<file path="config.mk">
export PLATFORM = sky130hd
export DESIGN_NAME = i2c_bus_recovery_sequencer
export DESIGN_NICKNAME = d
export VERILOG_FILES = /design/src/rtl/i2cbr_pkg.sv /design/src/rtl/i2cbr_core.sv /design/src/rtl/i2c_bus_recovery_sequencer.sv
export SDC_FILE = /design/constraint.sdc
export NUM_CORES = 1
export LEC_CHECK = 0
export ABC_AREA = 1
export BUFFER_PORTS_ARGS = -buffer_cell sky130_fd_sc_hd__buf_2
export CORE_UTILIZATION = 49
export CTS_BUF_LIST = sky130_fd_sc_hd__clkbuf_8
export DETAILED_ROUTE_END_ITERATION = 8
export PLACE_DENSITY_LB_ADDON = 0.15
export SYNTH_ARGS = -nofsm -noshare
export SYNTH_HDL_FRONTEND = slang
export SYNTH_HIERARCHICAL = 1
export SYNTH_SLANG_ARGS = --single-unit
</file>
<file path="constraint.sdc">
create_clock -name clk -period 9.65 [get_ports clk]
set_input_delay 0 -clock clk [delete_from_list [all_inputs] [get_ports clk]]
set_output_delay 0 -clock clk [all_outputs]
set_load 0.05 [all_outputs]
</file>
<file path="src/rtl/i2cbr_pkg.sv">
// Shared types and constants for the I2C bus recovery sequencer.
// No dependencies.
package i2cbr_pkg;

  localparam int HALF_W   = 16;
  localparam int TIMER_W  = 20;
  localparam int PIDX_W   = 4;
  localparam int OUTC_W   = 3;
  localparam int PHASE_W  = 3;
  localparam int CFG_IDX_W  = 1;
  localparam int CFG_DATA_W = 20;

  localparam int PULSE_COUNT_DEF = 9;

  localparam logic [HALF_W-1:0]  HALF_RST    = 16'd5;
  localparam logic [TIMER_W-1:0] STRETCH_RST = 20'd500000;

  localparam logic [CFG_IDX_W-1:0] CFG_HALF    = 1'd0;
  localparam logic [CFG_IDX_W-1:0] CFG_STRETCH = 1'd1;

  localparam logic [PHASE_W-1:0] PH_IDLE       = 3'd0;
  localparam logic [PHASE_W-1:0] PH_SETTLE     = 3'd1;
  localparam logic [PHASE_W-1:0] PH_PRE        = 3'd2;
  localparam logic [PHASE_W-1:0] PH_LOW        = 3'd3;
  localparam logic [PHASE_W-1:0] PH_HIGH       = 3'd4;
  localparam logic [PHASE_W-1:0] PH_STRETCH    = 3'd5;
  localparam logic [PHASE_W-1:0] PH_SDA_WAIT   = 3'd6;
  localparam logic [PHASE_W-1:0] PH_START_HOLD = 3'd7;

  localparam logic [OUTC_W-1:0] OUT_NONE      = 3'd0;
  localparam logic [OUTC_W-1:0] OUT_OK        = 3'd1;
  localparam logic [OUTC_W-1:0] OUT_SCL_START = 3'd2;
  localparam logic [OUTC_W-1:0] OUT_SCL_PULSE = 3'd3;
  localparam logic [OUTC_W-1:0] OUT_SDA       = 3'd4;

  typedef struct packed {
    logic [HALF_W-1:0]  half_period_ticks;
    logic [TIMER_W-1:0] stretch_timeout_ticks;
  } cfg_t;

  typedef struct packed {
    logic              scl_pull_low;
    logic              sda_pull_low;
    logic              busy_res;
    logic              finished;
    logic [OUTC_W-1:0] outcome;
  } result_t;

endpackage

</file>
<file path="src/rtl/i2cbr_core.sv">
// Recovery state machine: phase, tick timer, pulse counter and line drives.
// Depends on i2cbr_pkg. Advances one tick per step and reports the new state.
module i2cbr_core #(
  parameter int PULSE_COUNT = i2cbr_pkg::PULSE_COUNT_DEF
) (
  input  logic                clk,
  input  logic                rst_n,
  input  logic                step,
  input  logic                start_request,
  input  logic                scl_level,
  input  logic                sda_level,
  input  i2cbr_pkg::cfg_t     cfg,
  output i2cbr_pkg::result_t  res
);

  localparam logic [i2cbr_pkg::PIDX_W-1:0] PulseCnt = i2cbr_pkg::PIDX_W'(PULSE_COUNT);

  logic [i2cbr_pkg::PHASE_W-1:0] phase_r, phase_nxt;
  logic [i2cbr_pkg::TIMER_W-1:0] timer_r, timer_nxt;
  logic [i2cbr_pkg::PIDX_W-1:0]  pidx_r, pidx_nxt;
  logic                          scl_r, scl_nxt;
  logic                          sda_r, sda_nxt;
  logic [i2cbr_pkg::OUTC_W-1:0]  outc_r, outc_nxt;
  logic                          done;

  logic [i2cbr_pkg::HALF_W-1:0]  half_eff;
  logic [i2cbr_pkg::TIMER_W-1:0] t_inc;
  logic [i2cbr_pkg::PIDX_W-1:0]  pidx_inc;
  logic                          half_done;
  logic                          stretch_out;

  assign half_eff  = (cfg.half_period_ticks == '0) ? i2cbr_pkg::HALF_W'(1)
                                                   : cfg.half_period_ticks;
  assign t_inc     = timer_r + i2cbr_pkg::TIMER_W'(1);
  assign pidx_inc  = pidx_r + i2cbr_pkg::PIDX_W'(1);
  assign half_done = t_inc >= i2cbr_pkg::TIMER_W'(half_eff);
  assign stretch_out = t_inc >= cfg.stretch_timeout_ticks;

  always_comb begin
    phase_nxt = phase_r;
    timer_nxt = timer_r;
    pidx_nxt  = pidx_r;
    scl_nxt   = scl_r;
    sda_nxt   = sda_r;
    outc_nxt  = outc_r;
    done      = 1'b0;
    case (phase_r)
      i2cbr_pkg::PH_SETTLE: begin
        timer_nxt = half_done ? '0 : t_inc;
        if (half_done) begin
          if (!scl_level) begin
            done     = 1'b1;
            outc_nxt = i2cbr_pkg::OUT_SCL_START;
          end else begin
            phase_nxt = i2cbr_pkg::PH_PRE;
          end
        end
      end
      i2cbr_pkg::PH_PRE: begin
        timer_nxt = half_done ? '0 : t_inc;
        if (half_done) begin
          scl_nxt   = 1'b1;
          pidx_nxt  = '0;
          phase_nxt = i2cbr_pkg::PH_LOW;
        end
      end
      i2cbr_pkg::PH_LOW: begin
        timer_nxt = half_done ? '0 : t_inc;
        if (half_done) begin
          scl_nxt   = 1'b0;
          phase_nxt = i2cbr_pkg::PH_HIGH;
        end
      end
      i2cbr_pkg::PH_HIGH, i2cbr_pkg::PH_STRETCH: begin
        if (phase_r == i2cbr_pkg::PH_HIGH) begin
          timer_nxt = half_done ? '0 : t_inc;
        end
        if (phase_r == i2cbr_pkg::PH_STRETCH || half_done) begin
          if (scl_level) begin
            timer_nxt = '0;
            pidx_nxt  = pidx_inc;
            if (pidx_inc < PulseCnt) begin
              scl_nxt   = 1'b1;
              phase_nxt = i2cbr_pkg::PH_LOW;
            end else if (!sda_level) begin
              done     = 1'b1;
              outc_nxt = i2cbr_pkg::OUT_SDA;
            end else begin
              phase_nxt = i2cbr_pkg::PH_SDA_WAIT;
            end
          end else if (phase_r == i2cbr_pkg::PH_HIGH) begin
            if (cfg.stretch_timeout_ticks == '0) begin
              done     = 1'b1;
              outc_nxt = i2cbr_pkg::OUT_SCL_PULSE;
            end else begin
              phase_nxt = i2cbr_pkg::PH_STRETCH;
            end
          end else if (stretch_out) begin
            done     = 1'b1;
            outc_nxt = i2cbr_pkg::OUT_SCL_PULSE;
          end else begin
            timer_nxt = t_inc;
          end
        end
      end
      i2cbr_pkg::PH_SDA_WAIT: begin
        timer_nxt = half_done ? '0 : t_inc;
        if (half_done) begin
          sda_nxt   = 1'b1;
          phase_nxt = i2cbr_pkg::PH_START_HOLD;
        end
      end
      i2cbr_pkg::PH_START_HOLD: begin
        timer_nxt = half_done ? '0 : t_inc;
        if (half_done) begin
          done     = 1'b1;
          outc_nxt = i2cbr_pkg::OUT_OK;
        end
      end
      default: begin
        phase_nxt = i2cbr_pkg::PH_IDLE;
        timer_nxt = '0;
        pidx_nxt  = '0;
        scl_nxt   = 1'b0;
        sda_nxt   = 1'b0;
        if (start_request) begin
          phase_nxt = i2cbr_pkg::PH_SETTLE;
          outc_nxt  = i2cbr_pkg::OUT_NONE;
        end
      end
    endcase
    if (done) begin
      phase_nxt = i2cbr_pkg::PH_IDLE;
      timer_nxt = '0;
      pidx_nxt  = '0;
      scl_nxt   = 1'b0;
      sda_nxt   = 1'b0;
    end
  end

  always_ff @(posedge clk) begin
    if (!rst_n) begin
      phase_r <= i2cbr_pkg::PH_IDLE;
      timer_r <= '0;
      pidx_r  <= '0;
      scl_r   <= 1'b0;
      sda_r   <= 1'b0;
      outc_r  <= i2cbr_pkg::OUT_NONE;
    end else if (step) begin
      phase_r <= phase_nxt;
      timer_r <= timer_nxt;
      pidx_r  <= pidx_nxt;
      scl_r   <= scl_nxt;
      sda_r   <= sda_nxt;
      outc_r  <= outc_nxt;
    end
  end

  always_comb begin
    res.scl_pull_low = scl_nxt;
    res.sda_pull_low = sda_nxt;
    res.busy_res     = phase_nxt != i2cbr_pkg::PH_IDLE;
    res.finished     = done;
    res.outcome      = outc_nxt;
  end

endmodule

</file>
<file path="src/rtl/i2c_bus_recovery_sequencer.sv">
// I2C bus-clear sequencer top level: configuration, handshake and result buffer.
// Depends on i2cbr_pkg and i2cbr_core.
//
// Each input beat is one timing tick carrying start_request and the sampled
// SCL and SDA levels. Every accepted beat yields exactly one result beat with
// the open-drain drives, busy, the one-tick finished flag and the outcome.
// An accepted beat's result is registered in the result register, or in the
// skid entry while a result waits. One beat per cycle while in_stall is low;
// the state machine update is one combinational step from the state registers
// to the result register. A result register plus one skid entry let the block
// take a new beat while a result waits; in_stall rises only when the skid
// entry is occupied, and drops the cycle after the receiver takes a beat.
// Reset (rst_n low, synchronous) returns to idle with both lines released,
// outcome cleared, half period 5 ticks and stretch timeout 500000 ticks.
// Write cfg_data to register cfg_index with cfg_wr_en only while idle.
module i2c_bus_recovery_sequencer #(
  parameter int PULSE_COUNT = i2cbr_pkg::PULSE_COUNT_DEF
) (
  input  logic                                clk,
  input  logic                                rst_n,
  input  logic                                in_valid,
  output logic                                in_stall,
  input  logic                                in_start_request,
  input  logic                                in_scl_level,
  input  logic                                in_sda_level,
  output logic                                out_valid,
  input  logic                                out_stall,
  output logic                                out_scl_pull_low,
  output logic                                out_sda_pull_low,
  output logic                                out_busy_res,
  output logic                                out_finished,
  output logic [i2cbr_pkg::OUTC_W-1:0]        out_outcome,
  input  logic                                cfg_wr_en,
  input  logic [i2cbr_pkg::CFG_IDX_W-1:0]     cfg_index,
  input  logic [i2cbr_pkg::CFG_DATA_W-1:0]    cfg_data
);

  i2cbr_pkg::cfg_t    cfg_r;
  i2cbr_pkg::result_t res;
  i2cbr_pkg::result_t out_r;
  i2cbr_pkg::result_t skid_r;
  logic               out_valid_r;
  logic               skid_valid_r;
  logic               accept;
  logic               out_fire;

  assign in_stall = skid_valid_r;
  assign accept   = in_valid && !skid_valid_r;
  assign out_fire = out_valid_r && !out_stall;

  always_ff @(posedge clk) begin
    if (!rst_n) begin
      cfg_r.half_period_ticks     <= i2cbr_pkg::HALF_RST;
      cfg_r.stretch_timeout_ticks <= i2cbr_pkg::STRETCH_RST;
    end else if (cfg_wr_en) begin
      case (cfg_index)
        i2cbr_pkg::CFG_HALF:
          cfg_r.half_period_ticks <= cfg_data[i2cbr_pkg::HALF_W-1:0];
        i2cbr_pkg::CFG_STRETCH:
          cfg_r.stretch_timeout_ticks <= cfg_data[i2cbr_pkg::TIMER_W-1:0];
        default: ;
      endcase
    end
  end

  i2cbr_core #(
    .PULSE_COUNT (PULSE_COUNT)
  ) u_core (
    .clk           (clk),
    .rst_n         (rst_n),
    .step          (accept),
    .start_request (in_start_request),
    .scl_level     (in_scl_level),
    .sda_level     (in_sda_level),
    .cfg           (cfg_r),
    .res           (res)
  );

  always_ff @(posedge clk) begin
    if (!rst_n) begin
      out_valid_r  <= 1'b0;
      skid_valid_r <= 1'b0;
    end else if (skid_valid_r) begin
      if (out_fire) begin
        skid_valid_r <= 1'b0;
      end
    end else if (accept) begin
      if (out_valid_r && !out_fire) begin
        skid_valid_r <= 1'b1;
      end else begin
        out_valid_r <= 1'b1;
      end
    end else if (out_fire) begin
      out_valid_r <= 1'b0;
    end
  end

  always_ff @(posedge clk) begin
    if (skid_valid_r) begin
      if (out_fire) begin
        out_r <= skid_r;
      end
    end else if (accept) begin
      if (out_valid_r && !out_fire) begin
        skid_r <= res;
      end else begin
        out_r <= res;
      end
    end
  end

  assign out_valid        = out_valid_r;
  assign out_scl_pull_low = out_r.scl_pull_low;
  assign out_sda_pull_low = out_r.sda_pull_low;
  assign out_busy_res     = out_r.busy_res;
  assign out_finished     = out_r.finished;
  assign out_outcome      = out_r.outcome;

endmodule

</file>
### Yosys cells after proc, flatten, opt, wreduce, memory -nomap -nowiden

Index checks and enable logic that the tools add are counted.

| word-level totals | value |
|---|---|
| register bits | 84 |
| output and inout port bits | 9 |
| bits of input ports | 29 |
| word-level logic and storage cells | 137 |

| cells by class | value |
|---|---|
| add/sub/neg operators | 2 |
| equal/unequal tests | 14 |
| bitwise gates (word level) | 2 |
| muxes and demuxes | 72 |
| magnitude comparators | 3 |
| reduce and logical (&&, ||, !) cells | 24 |

Operators by type and width:

| cell | count |
|---|---|
| $mux 20 | 7 |
| $mux 3 | 23 |
| $pmux 20 s2 | 1 |
| $mux 7 | 4 |
| $mux 1 | 26 |
| $add 20x1->20 const B | 1 |
| $ge 20x16->1 | 1 |
| $ge 20x20->1 | 1 |
| $logic_not 20->1 | 1 |
| $pmux 3 s6 | 1 |
| $logic_not 16->1 | 1 |
| $mux 16 | 1 |
| $mux 4 | 4 |
| $eq 3x3->1 const B | 4 |
| $pmux 3 s4 | 1 |
| $pmux 4 s3 | 1 |
| $reduce_and 3->1 | 3 |
| $eq 3x2->1 const B | 2 |
| $ne 3x1->1 const B | 2 |
| $reduce_or 3->1 | 2 |
| $reduce_or 6->1 | 1 |
| $reduce_and 5->1 | 1 |
| $reduce_or 5->1 | 1 |
| $add 4x1->4 const B | 1 |
| 17 further kinds | 26 |

### Logic depth before layout (Yosys ltp)

| depth | value |
|---|---|
| depth after elaboration | 12 |
| mapped depth | 31 |
| depth with buffers taken out | 28 |

### Modules after synthesis

The synthesis kept the hierarchy.

Modules (own cells, without submodules):

| module | instances | cells each | seq. area each (um^2) | area each (um^2) |
|---|---|---|---|---|
| i2cbr_core | 1 | 739 | 640.6 | 4525.6 |
| i2c_bus_recovery_sequencer | 1 | 215 | 1181.1 | 1915.6 |

### Least setup slack after synthesis

OpenSTA, ideal clock, no wires.

| timing path | value |
|---|---|
| path kind | register to register |
| start | register u_core/timer_r[0] (netlist name) |
| end | register out_r (netlist bit out_scl_pull_low) (data pin) |
| library setup time | 253 ps |
| cell stages (with the launch flop) | 27 |
| slack | 6282 ps |
| data required time | 9397 ps |
| clock period less this slack | 3368 ps |
| buffers on the path | 2 |
| data arrival time | 3114 ps |
| cell sequence | dfxtp_1 -> ha_1 -> nand3_2 -> nor2_4 -> nand3_2 -> nor3_1 -> xor2_1 -> inv_1 -> ha_1 -> a21oi_1 -> nor2_1 -> a211oi_1 -> nand2_1 -> nor2_2 -> nand3_4 -> inv_4 -> nand3_4 -> buf_6 -> nand2_1 -> nand2_1 -> nand2_1 -> nand2_1 -> nand2_1 -> inv_1 -> buf_4 -> nand2_1 -> nand2_1 |

| between the ends | value |
|---|---|
| cells in the longest elaborated chain, start to end | 11 |
| elaborated cells between the ends (all ways) | 19 |
| those cells by class | 1 x add/sub; 2 x order compare; 15 x mux; 1 x reduce/logical |

RTL lines:

| item | RTL line | RTL |
|---|---|---|
| start: declaration | i2cbr_core.sv:19 | `logic [i2cbr_pkg::TIMER_W-1:0] timer_r, timer_nxt;` |
| start signal: assignment | i2cbr_core.sv:151 | `timer_r <= timer_nxt;` |
| $add 20x1->20 (*) | i2cbr_core.sv:34 | `assign t_inc = timer_r + i2cbr_pkg::TIMER_W'(1);` |
| $ge 20x20->1 | i2cbr_core.sv:37 | `assign stretch_out = t_inc >= cfg.stretch_timeout_ticks;` |
| $mux 1 | i2cbr_core.sv:98 | `end else if (stretch_out) begin` |
| $mux 1 | i2cbr_core.sv:91 | `end else if (phase_r == i2cbr_pkg::PH_HIGH) begin` |
| $mux 1 | i2cbr_core.sv:79 | `if (scl_level) begin` |
| $mux 1 | i2cbr_core.sv:78 | `if (phase_r == i2cbr_pkg::PH_STRETCH \|\| half_done) begin` |
| $pmux 1 s3 | i2cbr_core.sv:47 | `case (phase_r)` |
| $mux 1 (*) | i2cbr_core.sv:132 | `if (done) begin` |
| named net u_core.scl_nxt | i2cbr_core.sv:21 | `logic scl_r, scl_nxt;` |
| $mux 7 (*) | i2c_bus_recovery_sequencer.sv:104 | `if (out_valid_r && !out_fire) begin` |
| $mux 7 (*) | i2c_bus_recovery_sequencer.sv:103 | `end else if (accept) begin` |
| $mux 7 (*) | i2c_bus_recovery_sequencer.sv:99 | `if (skid_valid_r) begin` |
| end signal: assignment | i2c_bus_recovery_sequencer.sv:101 | `out_r <= skid_r;` |
| end signal: assignment | i2c_bus_recovery_sequencer.sv:107 | `out_r <= res;` |
| end: declaration | i2c_bus_recovery_sequencer.sv:40 | `i2cbr_pkg::result_t out_r;` |

The timed path passes the listed nets; every way through them passes the cells marked *. The select of a mux whose other input is x is not followed.
A chain may end at the register's enable or synchronous reset.

==> metrics.yaml <==
synth:
  synthTopCellsByArea: "dfxtp_1, nand2_1, ha_1"
  synthTopCellsByCount: "nand2_1, inv_1, nor2_1"
  synth_cell_type_count: 45
  syn_area_per_cell_sq_um: 6.75
  synthFlopType: "dfxtp_1"
  seq_area_frac_synth: 0.283
  synth_nets: 1020
  netlist_area_sq_um: 6440
  netlist_instances: 954
  netlist.area_leader.share: 0.218
  synth_edf_count: 14
  synth-seq-cells: 84
  yosysMostFrequentCell: "nand2_1"
  async_flop_share: 0
  synth_area_leader_cell: "dfxtp_1"
  yosys_warnings: 6
timing:
  setup_tns_ps: 0
  skew_ps: 12.0
  tightest_slew_ps: 1190
  grt_setup_unrepaired: "false"
  slew_headroom: 0.208
  finalCritPeriodShare: 0.443
  setup_viol: 0
  post-route-min-period_ps: 4280
  fmax_ghz: 0.234
  hold_viol: 0
  slew_viol_final: 0
finish:
  layout.cells.non_filler: 1161
  antenna_cells: 0
  drive_gt1_frac: 0.141
  regArea_sq_um: 1820
  nets: 1050
  area_growth_pct: 8.06
  final_area_sq_um: 6960
  fill_cells: 1335
  multi_input_area_sq_um: 3830
power_and_ir_drop:
  clockPowerShare: 0.309
  combPwrFrac: 0.232
  p_leak_uw: 0.00325
  power_density_nw_per_um2: 124
  swShare: 0.343
  seqPwrFrac: 0.459
  p_switching_uw: 295
  peakVddDrop_uv: 91.5
  internal_power_uw: 565
clock_tree:
  cts_made_buffers: 9
  cts_buffer_depth: 2
  clock-root-buffer: "clkbuf_8"
  cts.sinks: 84
  cts_resized: 0
  clk_latency_ps: 380
  cts_tree: "built"
  clk_pin_slew_ps: 90
  htree_num_levels: 3
floorplanning:
  die_h_microns: 117
  dieArea_sq_um: 13600
  ios: 38
  core_sq_um: 12700
  die_x_microns: 117
  start_util: 0.506
  rows: 41
global_route:
  antenna_found_initial: 0
  grt_first_pass_wirelength_microns: 29000
  grtUsageTotal: 0.276
  grt_overflow: 0
  grt_max_degree: 49
  grt_pass1_vias: 5956
setup_path:
  crit_buf_inv: 2
  slowest_delay_ps: 660
  critical_path.slowest_cell: "a21oi_4"
  crit_path_start_kind: "register"
  crit_top_cell: "nand2_1"
  cp_data_arrival_time_ps: 4530
  worstPathMaxFanout: 32
  path_depth: 24
  crit_family: "compound AO/OA/AOI/OAI gates"
  crit_chain: "nand2_1 -> nor2_1 -> nand2_1 -> nor2_1 -> inv_1 -> nor2_1 -> a21oi_1 -> a21oi_1 -> ha_1 -> a21oi_1 -> nor2_1 -> a211oi_1 -> nand2_1 -> nor2_2 -> nand3_4 -> a21oi_4 -> nand3_1 -> o21ai_1 -> o21ai_1 -> nand2_1 -> nand2_1 -> inv_1 -> nand2_1 -> nand2_1"
  end_kind: "register"
  crit_required_ps: 9900
  reg2regPathDepth: 24
  criticalPathCategory: "register to register"
route:
  vias: 6146
  vias_per_cell: 5.29
  avgRoutedWirePerCell_microns: 14.8
  drt_wl_total_microns: 17200
  postRouteAntennaNets: 0
  drt_iter0_markers: 493
  first_pass_iters: 5
  drc_errors: 0
placement:
  dpl.hpwl_microns: 12100
  routabilityCongestion: 0.909
  place_area_sq_um: 6540
  dp_cells: 1122
  io_buffer_count: 37
min_path:
  min_path_cells: 4
  min_path_type: "input port to register"
flow_run:
  maxCapViolations: 0
status:
  status: "complete, no violations"
## routing by layer
layer	routed length [microns]	GRT usage	vias up
li1	-	-	3140
met1	7600	0.333	2794
met2	8360	0.488	179
met3	847	0.0451	33
met4	410	0.113	0
met5	0	0	-
## cells by family (layout without fill, tap and decap cells)
family                   after synthesis  in the layout  share of synthesized area
flip-flops                            84             84                      0.283
XOR/XNOR                              12             12                     0.0175
AND/OR/NAND/NOR                      516            516                      0.377
AO/OA/AOI/OAI                        142            142                      0.127
adder cells (fa/ha/maj)               37             37                     0.0719
buffers and inverters                163            198                      0.123
## layout by cell type (no fill, tap or decap), types with 3 or more instances in the layout
cell           count
a21oi_1           42
a21oi_2           16
buf_2             37
clkbuf_8          10
dfxtp_1           70
dlygate4sd3_1     23
edfxtp_1          14
ha_1              37
inv_1            110
inv_2              7
nand2_1          250
nand2_2            8
nand2_4            3
nand3_1           78
nand3_2           25
nand3_4            4
nand4_1           11
nor2_1           108
nor2_2             5
nor2_4             4
nor3_1             8
nor3_2             3
nor4_1             6
o21ai_0           62
o21ai_1           11
xor2_1            11
## worst register-to-register path, cell delays in order, from the launching register on
cell and delay (ps):
dfxtp_1 490, nand2_1 90, nor2_1 140, nand2_1 80, nor2_1 100, inv_1 70, nor2_1 190, a21oi_1 100
a21oi_1 380, ha_1 320, a21oi_1 140, nor2_1 50, a211oi_1 180, nand2_1 100, nor2_2 150, nand3_4 110
a21oi_4 660, nand3_1 200, o21ai_1 170, o21ai_1 80, nand2_1 50, nand2_1 70, inv_1 90, nand2_1 60
nand2_1 60
## what timing repair did
action                                 CTS  global route
endpoints found under the hold margin   38             0
hold buffers                            23             0
buffers inserted                         0             0
## sequential cells by signal, indices dropped and copies added (netlist names)
| register | cells |
|---|---|
| cfg_r | 36 |
| in_stall | 1 |
| out_busy_res | 1 |
| out_finished | 1 |
| out_outcome | 3 |
| out_scl_pull_low | 1 |
| out_sda_pull_low | 1 |
| out_valid | 1 |
| skid_r | 7 |
| u_core/outc_r | 3 |
| u_core/phase_r | 3 |
| u_core/pidx_r | 4 |
| u_core/scl_r | 1 |
| u_core/sda_r | 1 |
| u_core/timer_r | 20 |
## worst paths after layout
kind,startpoint,slack (ps),endpoint
setup / recovery,u_core/timer_r[2],5370,out_scl_pull_low
hold / removal,cfg_wr_en,80,cfg_r[22]
setup reg to reg,u_core/timer_r[2],5370,out_scl_pull_low
hold reg to reg,u_core/sda_r,480,u_core/sda_r
## cell type report
cell class	count	area share
Clock buffer	10	0.0198
Clock inverter	6	0.00827
Inverter	120	0.0672
Multi-Input combinational cell	707	0.550
Sequential cell	84	0.262
Tap cell	172	0.0309
Timing Repair Buffer	62	0.0618
## metrics by stage
step	hold WS [ps]	setup WS [ps]	utilization	power (uW)
after CTS	66.2	5430	0.547	864
after detailed placement	204	5500	0.514	593
final	80.4	5370	0.547	860
after floorplan	113	6280	-	553
after global placement	200	5580	0.514	592
after global routing	113	4870	0.547	908
## power groups by stage
stage	clock network, uW	logic [uW]	registers, uW
after floorplan	0	146	408
after global placement	0	189	403
after detailed placement	0	190	403
after CTS	271	198	395
after global routing	284	226	399
final	265	200	395
Note: power is estimated with default switching activity, not from simulation.
